==> src/hdl/lpmf_pkg.sv <==
package lpmf_pkg;

   // Field widths of the channels.
   localparam int OP_BITS     = 2;
   localparam int VALUE_BITS  = 32;
   localparam int KIND_BITS   = 2;
   localparam int STATUS_BITS = 2;
   localparam int DROP_BITS   = 16;
   localparam int LEN_BITS    = 6;

   // Input operation codes.
   localparam logic [OP_BITS-1:0] OP_BEGIN  = 2'd0;
   localparam logic [OP_BITS-1:0] OP_DATA   = 2'd1;
   localparam logic [OP_BITS-1:0] OP_READ   = 2'd2;
   localparam logic [OP_BITS-1:0] OP_UNUSED = 2'd3;

   // Result kinds.
   localparam logic [KIND_BITS-1:0] KIND_SEND   = 2'd0;
   localparam logic [KIND_BITS-1:0] KIND_HEADER = 2'd1;
   localparam logic [KIND_BITS-1:0] KIND_DATA   = 2'd2;

   // Result status codes.
   localparam logic [STATUS_BITS-1:0] ST_OK        = 2'd0;
   localparam logic [STATUS_BITS-1:0] ST_DROPPED   = 2'd1;
   localparam logic [STATUS_BITS-1:0] ST_EMPTY     = 2'd2;
   localparam logic [STATUS_BITS-1:0] ST_TOO_LARGE = 2'd3;

   // A classified command as it travels from the front end to the back end.
   typedef struct packed {
      logic [OP_BITS-1:0]    op;
      logic [VALUE_BITS-1:0] value;
      logic                  over_max;
      logic                  zero_len;
   } cmd_type;

   // Saturating increment of the drop counter.
   function automatic logic [DROP_BITS-1:0] sat_inc(input logic [DROP_BITS-1:0] count,
                                                    input logic enable);
      return (enable && (count != {DROP_BITS{1'b1}})) ? count + 1'b1 : count;
   endfunction

endpackage

==> src/hdl/lpmf_queue.sv <==
module lpmf_queue import lpmf_pkg::*; (
   input  logic    clock,
   input  logic    reset,
   input  logic    push,
   input  cmd_type push_data,
   output logic    full,
   input  logic    pop,
   output cmd_type head,
   output logic    head_valid
);

   cmd_type    entry_ff [2];
   logic       wr_ptr_ff, wr_ptr_in;
   logic       rd_ptr_ff, rd_ptr_in;
   logic [1:0] count_ff, count_in;

   assign full       = count_ff == 2'd2;
   assign head_valid = count_ff != 2'd0;
   assign head       = entry_ff[rd_ptr_ff];

   // Pointer and occupancy update.
   always_comb begin
      wr_ptr_in = push ? !wr_ptr_ff : wr_ptr_ff;
      rd_ptr_in = pop ? !rd_ptr_ff : rd_ptr_ff;
      count_in  = count_ff + {1'b0, push} - {1'b0, pop};
   end

   always_ff @(posedge clock) begin
      if (reset) begin
         wr_ptr_ff <= 1'b0;
         rd_ptr_ff <= 1'b0;
         count_ff  <= 2'd0;
      end else begin
         wr_ptr_ff <= wr_ptr_in;
         rd_ptr_ff <= rd_ptr_in;
         count_ff  <= count_in;
      end
   end

   // Entry storage needs no reset.
   always_ff @(posedge clock) begin
      if (push) begin
         entry_ff[wr_ptr_ff] <= push_data;
      end
   end

endmodule

==> config.mk <==
export PLATFORM = sky130hd
export DESIGN_NAME = lpmf_queue
export DESIGN_NICKNAME = d
export VERILOG_FILES = /design/src/hdl/lpmf_pkg.sv /design/src/hdl/lpmf_queue.sv
export SDC_FILE = /design/constraint.sdc
export NUM_CORES = 1
export LEC_CHECK = 0
export BUFFER_PORTS_ARGS = -buffer_cell sky130_fd_sc_hd__buf_4
export CELL_PAD_IN_SITES_DETAIL_PLACEMENT = 0
export CELL_PAD_IN_SITES_GLOBAL_PLACEMENT = 1
export CORE_ASPECT_RATIO = 0.6
export CORE_MARGIN = 3
export CORE_UTILIZATION = 29
export CTS_BUF_LIST = sky130_fd_sc_hd__clkbuf_4 sky130_fd_sc_hd__clkbuf_8 sky130_fd_sc_hd__clkbuf_16
export DETAILED_ROUTE_END_ITERATION = 10
export PLACE_DENSITY_LB_ADDON = 0.05
export SETUP_SLACK_MARGIN = 0.5
export SYNTH_ARGS = -nofsm -noshare
export SYNTH_HDL_FRONTEND = slang
export SYNTH_SLANG_ARGS = --single-unit
==> constraint.sdc <==
create_clock -name clock -period 2.4 [get_ports clock]
set_input_delay 0.48 -clock clock [delete_from_list [all_inputs] [get_ports clock]]
set_output_delay 0.48 -clock clock [all_outputs]
set_load 0.005 [all_outputs]
==> results.yml <==
grt:
  met1_usage_pct: 12.3
  grt_start_max_net_pins: 21
  track_usage_pct: 10.2
  grt_pass1_wl_um: 8590
  grt_overflow: 0
  met2_usage_pct: 15.2
  grt_pass1_vias: 1616
  grt.busiest_layer: "met2"
  grt_use_met3_pct: 5.45
  antenna_found_initial: 0
synthesis:
  synth_seq_area_share_pct: 76.2
  synth_fp_nets: 175
  yosysTopAreaCellShare_pct: 72.8
  synth_area_leader_cell: "edfxtp_1"
  synth_area_leaders: "edfxtp_1, mux2_4, dfxtp_1, mux2_2, buf_12"
  yosys_most_used_dff: "edfxtp_1"
  syn_inst: 133
  synth_cell_types: 14
  synthTopCellsByCount: "edfxtp_1, mux2_4, mux2_2"
  synth_area_sq_um: 2970
  yosysWarningCount: 0
  ys_ff_latch: 77
  syn_avg_cell_area_sq_um: 22.3
  yosysMostFrequentCell: "edfxtp_1"
  synth_edf_count: 72
  async_reset_ff_share_pct: 0
timing:
  final_hold_viol_count: 0
  worst_pin_slew_ns: 0.460
  period_share_pct: 78.3
  relSlewSlack_pct: 69.3
  finalSetupTns_ns: 0
  setup_viol: 0
  min_period_ns: 1.88
  maxSlewViolCount: 0
  rsz0062_at_grt: "true"
  fmax_mhz: 532
  fin_worst_skew_ns: 0.00575
power:
  switching_share_pct: 19.6
  share_comb_of_total_power_pct: 13.6
  pwr-share-seq_pct: 46.3
  intPower_mw: 2.78
  peakVddDrop_mv: 0.495
  p_sw_uw: 679
  powerDensity_nw_per_um2: 840
  p_leak_nw: 1.63
  power.share.clock_pct: 40.1
floorplan:
  core-area_sq_um: 9560
  io_pins: 78
  rows: 27
  die_area_sq_um: 11500
  fp.dieW_um: 137
  floorplan.initialDensity_pct: 31.1
  dieHeight_um: 84.4
drt:
  routed_via_density: 4.12
  drt_pre_antenna_iters: 4
  vias: 1480
  drc: 0
  ant_nets: 0
  drt-initial-drc-count: 68
  wl_um: 5620
  post_drt_wl_per_cell_um: 15.7
clock_network:
  clockRootBuffer: "clkbuf_16"
  cts_hold_buf: 0
  clk_latency_ns: 0.33
  clock_path_buffers: 2
  cts_tree: "done"
  clock-sinks: 77
  post_cts_buffers: 0
  htree_levels: 3
  cts.reportedPaths.clkPinSlew_ns: 0.06
  numCtsBuffers: 9
layout:
  drive_gt1_share_pct: 60.3
  area_growth_pct: 38.4
  stdcell_count: 359
  fin_area_sq_um: 4110
  diodes: 0
  finish.net_count: 266
critical_path:
  worstPathArrival_ns: 1.40
  start_kind: "flop"
  crit_path_end_kind: "primary output"
  critPathMaxFanout: 10
  cp.required_ns: 1.92
  worstSetupPathType: "flop to primary output"
run:
  cap_violations: 0
place:
  placed_cell_area_sq_um: 3700
  portBuffers: 77
  numPlacedInstances: 341
  gp_congestion: 0.632
hold_path:
  hold_class: "input pin to flop"
run_status:
  status: "completed"
## stage by stage
step,setup slack (ns),hold WS (ns),util [%],power [mW]
floorplan,0.537,0.480,-,1.86
global placement,0.753,0.503,38.7,2.06
detailed placement,0.738,0.503,38.7,2.07
CTS,0.470,0.312,42.1,3.48
global route,0.474,0.317,43.0,3.61
finish,0.520,0.333,43.0,3.45
## power groups by stage
stage	sequential (mW)	combinational, mW	clock (mW)
6_report	1.60	0.471	1.38
5_1_grt	1.61	0.510	1.50
4_1_cts	1.60	0.454	1.43
3_5_place_dp	1.62	0.448	0
3_3_place_gp	1.62	0.442	0
2_1_floorplan	1.61	0.241	0
## what timing repair did
action | CTS | global route
endpoints found under the setup margin | 36 | 35
hold endpoints to repair | 0 | 0
cloned | 0 | 2
resized for setup | 3 | 10
## cell families (layout without fill, tap and decap cells)
logic type	after synthesis	count (layout)	share of synthesized area, %
buf+inv	6	102	2.65
fa+ha+maj	2	2	0.842
xor+xnor	3	3	1.35
flops	77	77	76.2
mux	36	36	17.4
simple gates	9	9	1.56
## worst paths after layout
| path | startpoint | end | slack [ns] | cells past startpoint |
|---|---|---|---|---|
| worst min register to register | rd_ptr_ff$_SDFFE_PP0P_ | rd_ptr_ff$_SDFFE_PP0P_ | 0.51 | 2 |
| worst max register to register | wr_ptr_ff$_SDFFE_PP0P_ | entry_ff[1][0]$_DFFE_PP_ | 0.97 | 2 |
| worst max-delay path | flop | head[35] | 0.52 | 3 |
| worst min-delay path | push_data[8] | entry_ff[1][8]$_DFFE_PP_ | 0.33 | 1 |
## worst max-delay path: stages (launching register included)
cell and delay [ns]:
dfxtp_4 0.42, buf_12 0.17, mux2_2 0.34, buf_4 0.13
## sequential cells by signal (all words and copies together), names as in the netlist, named ones only
signal and cells:
wr_ptr_ff 1, rd_ptr_ff 1, count_ff 2, entry_ff 72
## placed cells by master (no fill, tap or decap), drive strengths merged
cell     n
bufinv   2
buf     82
nor2     4
and2     1
ha       2
edfxtp  72
dfxtp    5
or2      1
clkbuf  12
xnor3    1
mux2    36
clkinv   4
xnor2    2
inv      2
nor2b    3
## final cells by class
class | instances | area (sq um)
clock inverter | 6 | 77.6
timing repair buffer | 84 | 722
clock buffer | 10 | 233
fill | 842 | 5450
sequential | 77 | 2270
inverter | 2 | 7.51
tap | 130 | 163
multi-input combinational | 50 | 642
## layer usage
metal | vias up | wire, um
li1 | 695 | -
met1 | 727 | 2440
met2 | 47 | 2580
met3 | 11 | 502
met4 | 0 | 102
met5 | - | 0
No activity file was read; power rests on OpenSTA's default activity.
