[src/hdl/lpmf_pkg.sv]
package lpmf_pkg;

   // Field widths of the channels.
   localparam int OP_BITS     = 2;
   localparam int VALUE_BITS  = 32;
   localparam int KIND_BITS   = 2;
   localparam int STATUS_BITS = 2;
   localparam int DROP_BITS   = 16;
   localparam int LEN_BITS    = 6;

   // Input operation codes.
   localparam logic [OP_BITS-1:0] OP_BEGIN  = 2'd0;
   localparam logic [OP_BITS-1:0] OP_DATA   = 2'd1;
   localparam logic [OP_BITS-1:0] OP_READ   = 2'd2;
   localparam logic [OP_BITS-1:0] OP_UNUSED = 2'd3;

   // Result kinds.
   localparam logic [KIND_BITS-1:0] KIND_SEND   = 2'd0;
   localparam logic [KIND_BITS-1:0] KIND_HEADER = 2'd1;
   localparam logic [KIND_BITS-1:0] KIND_DATA   = 2'd2;

   // Result status codes.
   localparam logic [STATUS_BITS-1:0] ST_OK        = 2'd0;
   localparam logic [STATUS_BITS-1:0] ST_DROPPED   = 2'd1;
   localparam logic [STATUS_BITS-1:0] ST_EMPTY     = 2'd2;
   localparam logic [STATUS_BITS-1:0] ST_TOO_LARGE = 2'd3;

   // A classified command as it travels from the front end to the back end.
   typedef struct packed {
      logic [OP_BITS-1:0]    op;
      logic [VALUE_BITS-1:0] value;
      logic                  over_max;
      logic                  zero_len;
   } cmd_type;

   // Saturating increment of the drop counter.
   function automatic logic [DROP_BITS-1:0] sat_inc(input logic [DROP_BITS-1:0] count,
                                                    input logic enable);
      return (enable && (count != {DROP_BITS{1'b1}})) ? count + 1'b1 : count;
   endfunction

endpackage

[src/hdl/lpmf_req_if.sv]
interface lpmf_req_if import lpmf_pkg::*; ();
   logic                  valid;
   logic                  ready;
   logic [OP_BITS-1:0]    op;
   logic [VALUE_BITS-1:0] value;

   modport source (output valid, output op, output value, input ready);
   modport sink (input valid, input op, input value, output ready);
endinterface

[src/hdl/lpmf_front.sv]
module lpmf_front import lpmf_pkg::*; #(
   parameter int MAX_MESSAGE_WORDS = 63
) (
   lpmf_req_if.sink req,
   input  logic     full,
   output logic     push,
   output cmd_type  push_data
);

   // The front end takes an item whenever the queue has room.
   assign req.ready = !full;

   // Classify the item; unused codes are taken and dropped here.
   always_comb begin
      push               = 1'b0;
      push_data.op       = req.op;
      push_data.value    = req.value;
      push_data.over_max = req.value > VALUE_BITS'(MAX_MESSAGE_WORDS);
      push_data.zero_len = req.value == '0;
      unique case (req.op) inside
         OP_BEGIN, OP_DATA, OP_READ: begin
            push = req.valid && !full;
         end
         default: begin
            push = 1'b0;
         end
      endcase
   end

endmodule

[src/flat_wrapper.sv]
// flat-port wrapper written by rule: the top's interface ports become plain ports
module lpmf_front_flat import lpmf_pkg::*;
#(
   parameter int MAX_MESSAGE_WORDS = 63
)
  (full, push, push_data, req_valid, req_op, req_value, req_ready);
  lpmf_req_if req_i ();
  input  logic full;
  output logic push;
  output cmd_type push_data;
  input wire logic [$bits(req_i.valid)-1:0] req_valid;
  input wire logic [$bits(req_i.op)-1:0] req_op;
  input wire logic [$bits(req_i.value)-1:0] req_value;
  output wire logic [$bits(req_i.ready)-1:0] req_ready;
  assign req_i.valid = req_valid;
  assign req_i.op = req_op;
  assign req_i.value = req_value;
  assign req_ready = req_i.ready;
  lpmf_front #(.MAX_MESSAGE_WORDS(MAX_MESSAGE_WORDS)) u_core (.req(req_i), .full(full), .push(push), .push_data(push_data));
endmodule
[config.mk]
export PLATFORM = sky130hd
export DESIGN_NAME = lpmf_front_flat
export DESIGN_NICKNAME = d
export VERILOG_FILES = /design/src/hdl/lpmf_pkg.sv /design/src/hdl/lpmf_req_if.sv /design/src/hdl/lpmf_front.sv /design/src/flat_wrapper.sv
export SDC_FILE = /design/constraint.sdc
export NUM_CORES = 1
export LEC_CHECK = 0
export ABC_AREA = 1
export BUFFER_PORTS_ARGS = -buffer_cell sky130_fd_sc_hd__buf_2
export CAP_MARGIN = 20
export CORE_UTILIZATION = 28
export DETAILED_ROUTE_END_ITERATION = 10
export PLACE_DENSITY_LB_ADDON = 0.25
export SKIP_LAST_GASP = 1
export SYNTH_ARGS = -nofsm -noshare
export SYNTH_HDL_FRONTEND = slang
export SYNTH_SLANG_ARGS = --single-unit
[constraint.sdc]
create_clock -name vclk -period 0.85
set_input_delay 0.17 -clock vclk [all_inputs]
set_output_delay 0.17 -clock vclk [all_outputs]
set_load 0.01 [all_outputs]
==> results of run 1 <==
## layer usage
metal	vias to the layer above	routed length, microns
li1	283	-
met3	0	112
met2	33	717
met5	-	0
met4	0	0
met1	236	342
## kinds of logic after synthesis
logic type / Yosys count / synth area share
simple gates: 38 / 0.359
buf+inv: 35 / 0.629
compound gates: 1 / 0.0121
## final cells by class
cell class | count | area share
Multi-Input combinational cell | 39 | 0.287
Inverter | 1 | 0.00478
Timing Repair Buffer | 79 | 0.684
Tap cell | 15 | 0.0239
## synthesized netlist by cell type (all sizes together)
cell | instances | area, sq um
a21oi | 1 | 5.00
nand4 | 1 | 6.26
nand2 | 14 | 55.1
buf | 34 | 255
nor2 | 23 | 86.3
inv | 1 | 3.75
## cell usage in the layout, fill, tap and decap left out, drive strengths merged
cell type / count
nand4: 1
nand2: 14
inv: 1
nor2: 23
a21oi: 1
buf: 79
## report_power, final
| part | internal (mW) | total, mW | switching [mW] |
|---|---|---|---|
| combinational | 0.217 | 0.379 | 0.162 |
| sequential | 0 | 0 | 0 |
| clock | 0 | 0 | 0 |
## worst max-delay path by stage
| stage | startpoint | to | slack (ns) | cells past startpoint |
|---|---|---|---|---|
| after floorplan | req_value[21] | push_data[0] | 0.02 | 5 |
| after global placement | req_value[21] | push_data[0] | -0.18 | 7 |
| after detailed placement | req_value[18] | push_data[0] | -0.18 | 7 |
| after CTS | req_value[11] | push_data[0] | -0.15 | 7 |
| after global routing | req_value[21] | push_data[0] | -0.25 | 7 |
| final | req_value[17] | push_data[1] | -0.15 | 7 |
## worst max-delay path, stage by stage
cell and delay [ns]:
buf_2 0.12, nor2_4 0.08, buf_4 0.10, nand2_1 0.04, nor2_1 0.10, nand4_1 0.07, buf_2 0.15
## metrics by stage
step	setup TNS [ns]	hold slack, ns
6_report	-0.270	0.521
5_1_grt	-0.429	0.524
4_1_cts	-0.247	0.521
3_5_place_dp	-0.324	0.538
3_3_place_gp	-0.326	0.538
2_1_floorplan	0	0.391
## repair_timing
| item | in CTS | in global routing |
|---|---|---|
| gates resized for setup | 21 | 25 |
| pin swaps | 19 | 23 |
| buffers inserted | 0 | 3 |
| setup endpoints to repair | 2 | 2 |
==> reports/metrics.yaml, run 1 <==
placement:
  post-place-cells: 131
  placed_cell_area_sq_um: 561
  dp.final_hpwl_microns: 897
  gp_congestion: 0.632
  place_ws_ns: -0.179
  buffer_ports.inserted: 74
detailed_routing:
  antenna_violating_nets_post_route: 0
  initialDrtViolationCount: 3
  drtPass1Iterations: 4
  vias_per_cell: 4.12
  detail_routed_net_length_per_standard_cell_microns: 8.75
  drt-total-wl_microns: 1170
  vias: 552
  drc: 0
grt:
  grt_max_degree: 3
  antenna_found_initial: 0
  grt_pass1_vias: 377
  grtUsageMet2: 0.250
  global_route.overflow_total: 0
  gr-usage-met1: 0.114
  gr-usage-all-layers: 0.113
  gr-max-usage-layer: "met2"
  globalRouteMet3Util: 0.0111
  global_route_wire_length_before_repair_microns: 1330
power_and_ir_drop:
  finalPower_mw: 0.379
  ir_worst_vdd_mv: 0.219
  power_leakage_nw: 0.419
  power.density_nw_per_um2: 483
floorplanning:
  rows: 13
  initial_core_util: 0.309
  design.core.area_sq_um: 1330
  die_width_microns: 40.3
  die_area_sq_um: 1630
  count_of_boundary_i_o_pins: 74
  die-height_microns: 40.3
hold_path:
  launch_point_of_the_worst_hold_path: "req_value[10]"
  worstHoldPathCells: 2
  worst_hold_path.endpoint: "push_data[12]"
  worst_hold_path_type: "in -> out"
final_layout:
  finished_layout_cell_area_sq_um: 785
  clockBufferCount: 0
  synthToLayoutAreaGrowth_pct: 90.6
  seq_cell_area_sq_um: 0
  fin_util: 0.588
  count_of_fill_cells_added_during_filler_insertion: 136
  final-instance-count-excl-fill: 134
  drive_gt1_frac: 0.782
  multi_input_area_sq_um: 225
  seq_cells: 0
  insertedDiodeCount: 0
  num-nets-final: 157
timing:
  postLayoutSetupSlackWorst_ns: -0.151
  drv_slew: 0
  finalCritPeriodShare: 1.18
  max_slew_margin: 0.931
  max_clock_freq_mhz: 999
  final_period_minus_worst_setup_slack_ns: 1.00
  grt_setup_unrepaired: "true"
  report.final.setup_viol: 2
  tightest_slew_ns: 0.103
  timing_hold_violations_final: 0
yosys:
  mappedNetlistArea_sq_um: 412
  syn-instance-count: 74
  postSynthNetCount: 110
  ys_warn_count: 0
  netlist-cell-type-count: 7
  ys_seq_area_frac: 0
  avgSynthCellArea_sq_um: 5.56
setup_path:
  cp.required_ns: 0.68
  path_max_fanout: 2
  critPathCaptureType: "output port"
  worstPathArrival_ns: 0.83
  type_of_the_worst_setup_path: "in -> out"
  critPathLaunchType: "input pin"
run_status:
  result_of_the_run: "finished, violations left"
  violated_checks: "setup timing"
run:
  maxCapViolCount: 0
cts:
  postCtsHoldBufs: 0
No activity file was read; power rests on OpenSTA's default activity.
==> run 2, diff against run 1 <==
- ABC_AREA: 1 -> unset
- CORE_UTILIZATION: 28 -> 25
==> run 2 against run 1 <==
The flow still finishes with violations (setup timing). Critical path depth down 1. Fmax decreased by 19%. Flip-flop and latch count is the same. Sequential share of layout area did not move. Global-route usage decreased by 1.7 points. Power is 18% lower. Die area down 5.4%.
==> reports/metrics.yaml, run 2 <==
power_and_ir_drop:
  combPwrFrac: 1.000  # about the same
  p_seq_frac: 0  # about the same
  power_frac_clock: 0  # about the same
  ir_worst_vdd_mv: 0.258  # was 0.219 mV
  finalPower_mw: 0.310  # was 0.379 mW
  power.switching_fraction: 0.474  # was 0.427
  internal-power_mw: 0.163  # was 0.217 mW
  power.density_nw_per_um2: 473  # was 483 nW/um^2
  net-switching-power_mw: 0.147  # was 0.162 mW
  power_leakage_nw: 0.366  # was 0.419 nW
detailed_routing:
  detail_routed_net_length_per_standard_cell_microns: 8.60  # was 8.75 microns
  drt-total-wl_microns: 920  # was 1170 microns
  drc: 0  # unchanged
  vias: 456  # was 552
  vias_per_cell: 4.26  # was 4.12
  initialDrtViolationCount: 3  # unchanged
  antenna_violating_nets_post_route: 0  # unchanged
  drtPass1Iterations: 2  # was 4
run:
  maxCapViolCount: 0  # unchanged
yosys:
  synthXorXnorAreaFrac: 0  # unchanged
  postSynthNetCount: 87  # was 110
  ys_warn_count: 0  # unchanged
  ys_top_cells_by_count: "buf_4, nor4_1, nand2_1, nor2_1"  # was buf_4, nor2_1, nand2_1
  synth_top_family_by_area: "buffers and inverters"  # unchanged
  netlist-cell-type-count: 10  # was 7
  syn-instance-count: 51  # was 74
  synth.mux.area_fraction: 0  # unchanged
  synth.most_common_cell: "buf_4"  # unchanged
  mappedNetlistArea_sq_um: 347  # was 412 sq um
  ys_seq_area_frac: 0  # unchanged
  yosysTopAreaCellShare: 0.736  # was 0.620
  synth_compound_area_frac: 0  # was 0.0122
  post_synth_and_or_nand_nor_area_fraction: 0.253  # was 0.359
  netlist_top_cells_area: "buf_4, nor4_1, nand2_1"  # was buf_4, nor2_1, nand2_1
  avgSynthCellArea_sq_um: 6.80  # was 5.56 sq um
  netlist.top_cell.by_area: "buf_4"  # unchanged
  synth_area_in_adders: 0  # unchanged
timing:
  max_slew_margin: 0.847  # was 0.931
  final_period_minus_worst_setup_slack_ns: 1.24  # was 1.00 ns
  report.final.setup_viol: 2  # unchanged
  max_clock_freq_mhz: 805  # was 999 MHz
  drv_slew: 0  # unchanged
  finalCritPeriodShare: 1.46  # was 1.18
  grt_setup_unrepaired: "true"  # unchanged
  timing_hold_violations_final: 0  # unchanged
  tightest_slew_ns: 0.227  # was 0.103 ns
  postLayoutSetupSlackWorst_ns: -0.393  # was -0.151 ns
  timing.setup.tns_ns: -0.769  # was -0.270 ns
final_layout:
  mostFrequentLayoutCell: "buf_2"  # unchanged
  synthToLayoutAreaGrowth_pct: 88.8  # was 90.6%
  layout.cells.most_common_list: "buf_2, buf_6, nor4_4"  # was buf_2, buf_6, nand2_1
  insertedDiodeCount: 0  # unchanged
  final-instance-count-excl-fill: 107  # was 134
  count_of_fill_cells_added_during_filler_insertion: 129  # was 136
  seq_cell_area_sq_um: 0  # unchanged
  seq_cells: 0  # unchanged
  fin_util: 0.503  # was 0.588
  num-nets-final: 130  # was 157
  clockBufferCount: 0  # unchanged
  multi_input_area_sq_um: 191  # was 225 sq um
  drive_gt1_frac: 0.913  # was 0.782
floorplanning:
  die_area_sq_um: 1540  # was 1630 sq um
  die_width_microns: 39.2  # was 40.3 microns
  design.core.area_sq_um: 1300  # was 1330 sq um
  die-height_microns: 39.2  # was 40.3 microns
  rows: 13  # unchanged
  count_of_boundary_i_o_pins: 74  # unchanged
  initial_core_util: 0.266  # was 0.309
grt:
  global_route.overflow_total: 0  # unchanged
  antenna_found_initial: 0  # unchanged
  grtUsageMet2: 0.208  # was 0.250
  grt_pass1_vias: 297  # was 377
  global_route_wire_length_before_repair_microns: 1100  # was 1330 microns
  gr-usage-all-layers: 0.0959  # was 0.113
  grt_max_degree: 3  # unchanged
  globalRouteMet3Util: 0  # was 0.0111
  gr-usage-met1: 0.105  # was 0.114
  gr-max-usage-layer: "met2"  # unchanged
placement:
  gp_congestion: 0.612  # was 0.632
  place_ws_ns: -0.429  # was -0.179 ns
  post-place-cells: 106  # was 131
  dp.final_hpwl_microns: 783  # was 897 microns
  buffer_ports.inserted: 74  # unchanged
run_status:
  result_of_the_run: "finished, violations left"  # unchanged
  violated_checks: "setup timing"  # unchanged
setup_path:
  critPathCaptureType: "output port"  # unchanged
  type_of_the_worst_setup_path: "in -> out"  # unchanged
  path_max_fanout: 2  # unchanged
  critPathLaunchType: "input pin"  # unchanged
  worstPathArrival_ns: 1.07  # was 0.83 ns
  cp.required_ns: 0.68  # about the same
hold_path:
  worstHoldPathCells: 2  # unchanged
  worst_hold_path_type: "in -> out"  # unchanged
[run 2: cell types whose count changed after synthesis, sizes merged]
cell,previous run,this run
nor2,23,2
nand2,14,2
nor4,0,7
a21oi,1,0
and3,0,1
nand3,0,1
nor3,0,1
or2,0,1
[run 2: layer usage]
layer	part of all wire	vias up
li1	-	221
met1	0.33	194
met2	0.53	41
met3	0.13	0
met4	0	0
met5	0	-
[run 2: kinds of logic after synthesis]
logic type / Yosys count
simple gates: 16
buf+inv: 35
[run 2: area by class of cell]
class / instances / area share
inverters: 1 / 0.00574
well taps: 15 / 0.0287
repair buffers: 75 / 0.673
multi-input cells: 16 / 0.293
[run 2: repair_timing]
item	CTS	global route
hold buffers	0	0
resized for setup	14	2
endpoints found under the setup margin	2	2
gates cloned	0	0
setup buffers	1	0
pin swaps	10	3
[run 2: per-stage QoR]
stage / hold slack [ns] / instance area (sq um)
3_3_place_gp: 0.538 / 541
5_1_grt: 0.533 / 654
3_5_place_dp: 0.538 / 541
6_report: 0.525 / 654
4_1_cts: 0.527 / 643
2_1_floorplan: 0.388 / 407
[run 2: critical path, stage by stage]
cell and delay [ns]:
buf_6 0.10, nor4_4 0.25, nand4_1 0.16, buf_4 0.17, nor3_4 0.08, buf_2 0.14
[run 2: final timing paths]
check / slack [ns] / endpoint / startpoint
max: -0.39 / push_data[0] / req_value[17]
min: 0.53 / push_data[8] / req_value[6]
[run 2: power by group through the flow]
stage,Sequential (mW),Combinational [mW],Clock (mW)
2_1_floorplan,0,0.186,0
3_3_place_gp,0,0.262,0
3_5_place_dp,0,0.265,0
4_1_cts,0,0.311,0
5_1_grt,0,0.337,0
6_report,0,0.310,0
==> run 3, diff against run 2 <==
- TNS_END_PERCENT: unset -> 30
==> run 3 against run 2 <==
The run still ends with setup timing left. Clock-buffer cell count is the same. Sequential share of layout area is the same. Via count shrank 1.5%. Die area is the same. Combinational power shrank 4%. Routed wire length shrank 3.5%. Global-route usage shrank 0.95 points. Critical path type unchanged.
==> reports/metrics.yaml, run 3 (same netlist as run 2, synthesis figures left out) <==
floorplanning:
  count_of_boundary_i_o_pins: 74  # unchanged
  die-height_microns: 39.2  # unchanged
  rows: 13  # unchanged
  design.core.area_sq_um: 1300  # unchanged
  initial_core_util: 0.266  # unchanged
  die_width_microns: 39.2  # unchanged
  die_area_sq_um: 1540  # unchanged
detailed_routing:
  detail_routed_net_length_per_standard_cell_microns: 8.38  # was 8.60 microns
  drt-total-wl_microns: 888  # was 920 microns
  vias_per_cell: 4.24  # was 4.26
  vias: 449  # was 456
  initialDrtViolationCount: 2  # was 3
  antenna_violating_nets_post_route: 0  # unchanged
  drtPass1Iterations: 2  # unchanged
  drc: 0  # unchanged
timing:
  postLayoutSetupSlackWorst_ns: -0.374  # was -0.393 ns
  finalCritPeriodShare: 1.44  # was 1.46
  grt_setup_unrepaired: "true"  # unchanged
  drv_slew: 0  # unchanged
  max_slew_margin: 0.828  # was 0.847
  max_clock_freq_mhz: 817  # was 805 MHz
  tightest_slew_ns: 0.256  # was 0.227 ns
  timing_hold_violations_final: 0  # unchanged
  report.final.setup_viol: 2  # unchanged
  final_period_minus_worst_setup_slack_ns: 1.22  # was 1.24 ns
grt:
  grt_max_degree: 3  # unchanged
  grt_pass1_vias: 288  # was 297
  gr-usage-all-layers: 0.0864  # was 0.0959
  antenna_found_initial: 0  # unchanged
  global_route.overflow_total: 0  # unchanged
  global_route_wire_length_before_repair_microns: 993  # was 1100 microns
run_status:
  result_of_the_run: "finished, violations left"  # unchanged
  violated_checks: "setup timing"  # unchanged
cts:
  post-cts-setup-buffer-count: 0  # was 1
placement:
  post-place-cells: 106  # unchanged
  dp.final_hpwl_microns: 783  # unchanged
  buffer_ports.inserted: 74  # unchanged
  place_ws_ns: -0.429  # unchanged
  gp_congestion: 0.612  # unchanged
hold_path:
  worst_hold_path_type: "in -> out"  # unchanged
power_and_ir_drop:
  ir_worst_vdd_mv: 0.242  # was 0.258 mV
  combPwrFrac: 1.000  # about the same
  p_seq_frac: 0  # about the same
  internal-power_mw: 0.158  # was 0.163 mW
  finalPower_mw: 0.298  # was 0.310 mW
  power_leakage_nw: 0.341  # was 0.366 nW
  power_frac_clock: 0  # about the same
  net-switching-power_mw: 0.140  # was 0.147 mW
  power.density_nw_per_um2: 486  # was 473 nW/um^2
  power.switching_fraction: 0.470  # was 0.474
final_layout:
  clockBufferCount: 0  # unchanged
  num-nets-final: 129  # was 130
  final-instance-count-excl-fill: 106  # was 107
  drive_gt1_frac: 0.890  # was 0.913
  synthToLayoutAreaGrowth_pct: 77.3  # was 88.8%
  insertedDiodeCount: 0  # unchanged
  count_of_fill_cells_added_during_filler_insertion: 135  # was 129
  layout.cells.most_common_list: "buf_2, buf_6, nor4_4"  # unchanged
  seq_cell_area_sq_um: 0  # unchanged
  seq_cells: 0  # unchanged
  mostFrequentLayoutCell: "buf_2"  # unchanged
  multi_input_area_sq_um: 165  # was 191 sq um
setup_path:
  type_of_the_worst_setup_path: "in -> out"  # unchanged
  path_max_fanout: 2  # unchanged
  worstPathArrival_ns: 1.05  # was 1.07 ns
  crit_slowest_cell: "nor4_4"  # unchanged
  cp.required_ns: 0.68  # about the same
  crit_chain: "buf_6, nor4_4, nand4_1, or2_1, buf_2"  # was buf_6, nor4_4, nand4_1, buf_4, nor3_4, buf_2
  critPathCaptureType: "output port"  # unchanged
  slowest_delay_ns: 0.25  # about the same
  critPathLaunchType: "input pin"  # unchanged
run:
  maxCapViolCount: 0  # unchanged
[run 3: what timing repair did]
| item | in CTS | in global routing |
|---|---|---|
| pin swaps | 5 | 5 |
| setup endpoints to repair | 2 | 2 |
| hold buffers | 0 | 0 |
| resized for setup | 6 | 5 |
[run 3: metrics by stage]
| stage | cell area [sq um] | utilization | hold slack, ns | setup TNS [ns] |
|---|---|---|---|---|
| floorplan | 407 | - | 0.388 | -0.250 |
| finish | 614 | 0.472 | 0.526 | -0.707 |
| CTS | 581 | 0.446 | 0.535 | -0.778 |
| global placement | 541 | 0.415 | 0.538 | -0.788 |
| detailed placement | 541 | 0.415 | 0.538 | -0.819 |
| global route | 614 | 0.472 | 0.534 | -0.885 |
[run 3: final timing paths]
kind	from	end	slack [ns]	depth (start not counted)
min	req_value[29]	push_data[31]	0.53	2
max	req_value[17]	push_data[1]	-0.37	5
[run 3: metal layers]
metal,part of all wire,vias to the layer above,GRT usage
li1,-,218,-
met1,0.32,190,0.0878
met2,0.54,41,0.196
met3,0.14,0,0
met4,0,0,0
met5,0,-,0
[run 3: cell type report]
| cell class | count | share of cell area |
|---|---|---|
| inverters | 1 | 0.00611 |
| multi-input cells | 16 | 0.269 |
| well taps | 15 | 0.0305 |
| repair buffers | 74 | 0.695 |
[run 3: worst max-delay path: cells and delay by family]
kind	cells	cell delay, ns
buffers and inverters	2	0.24
and+or+nand+nor	3	0.64
[run 3: power groups by stage]
stage | combinational (mW) | sequential [mW] | clock [mW]
CTS | 0.284 | 0 | 0
floorplan | 0.186 | 0 | 0
global route | 0.326 | 0 | 0
finish | 0.298 | 0 | 0
detailed placement | 0.265 | 0 | 0
global placement | 0.262 | 0 | 0
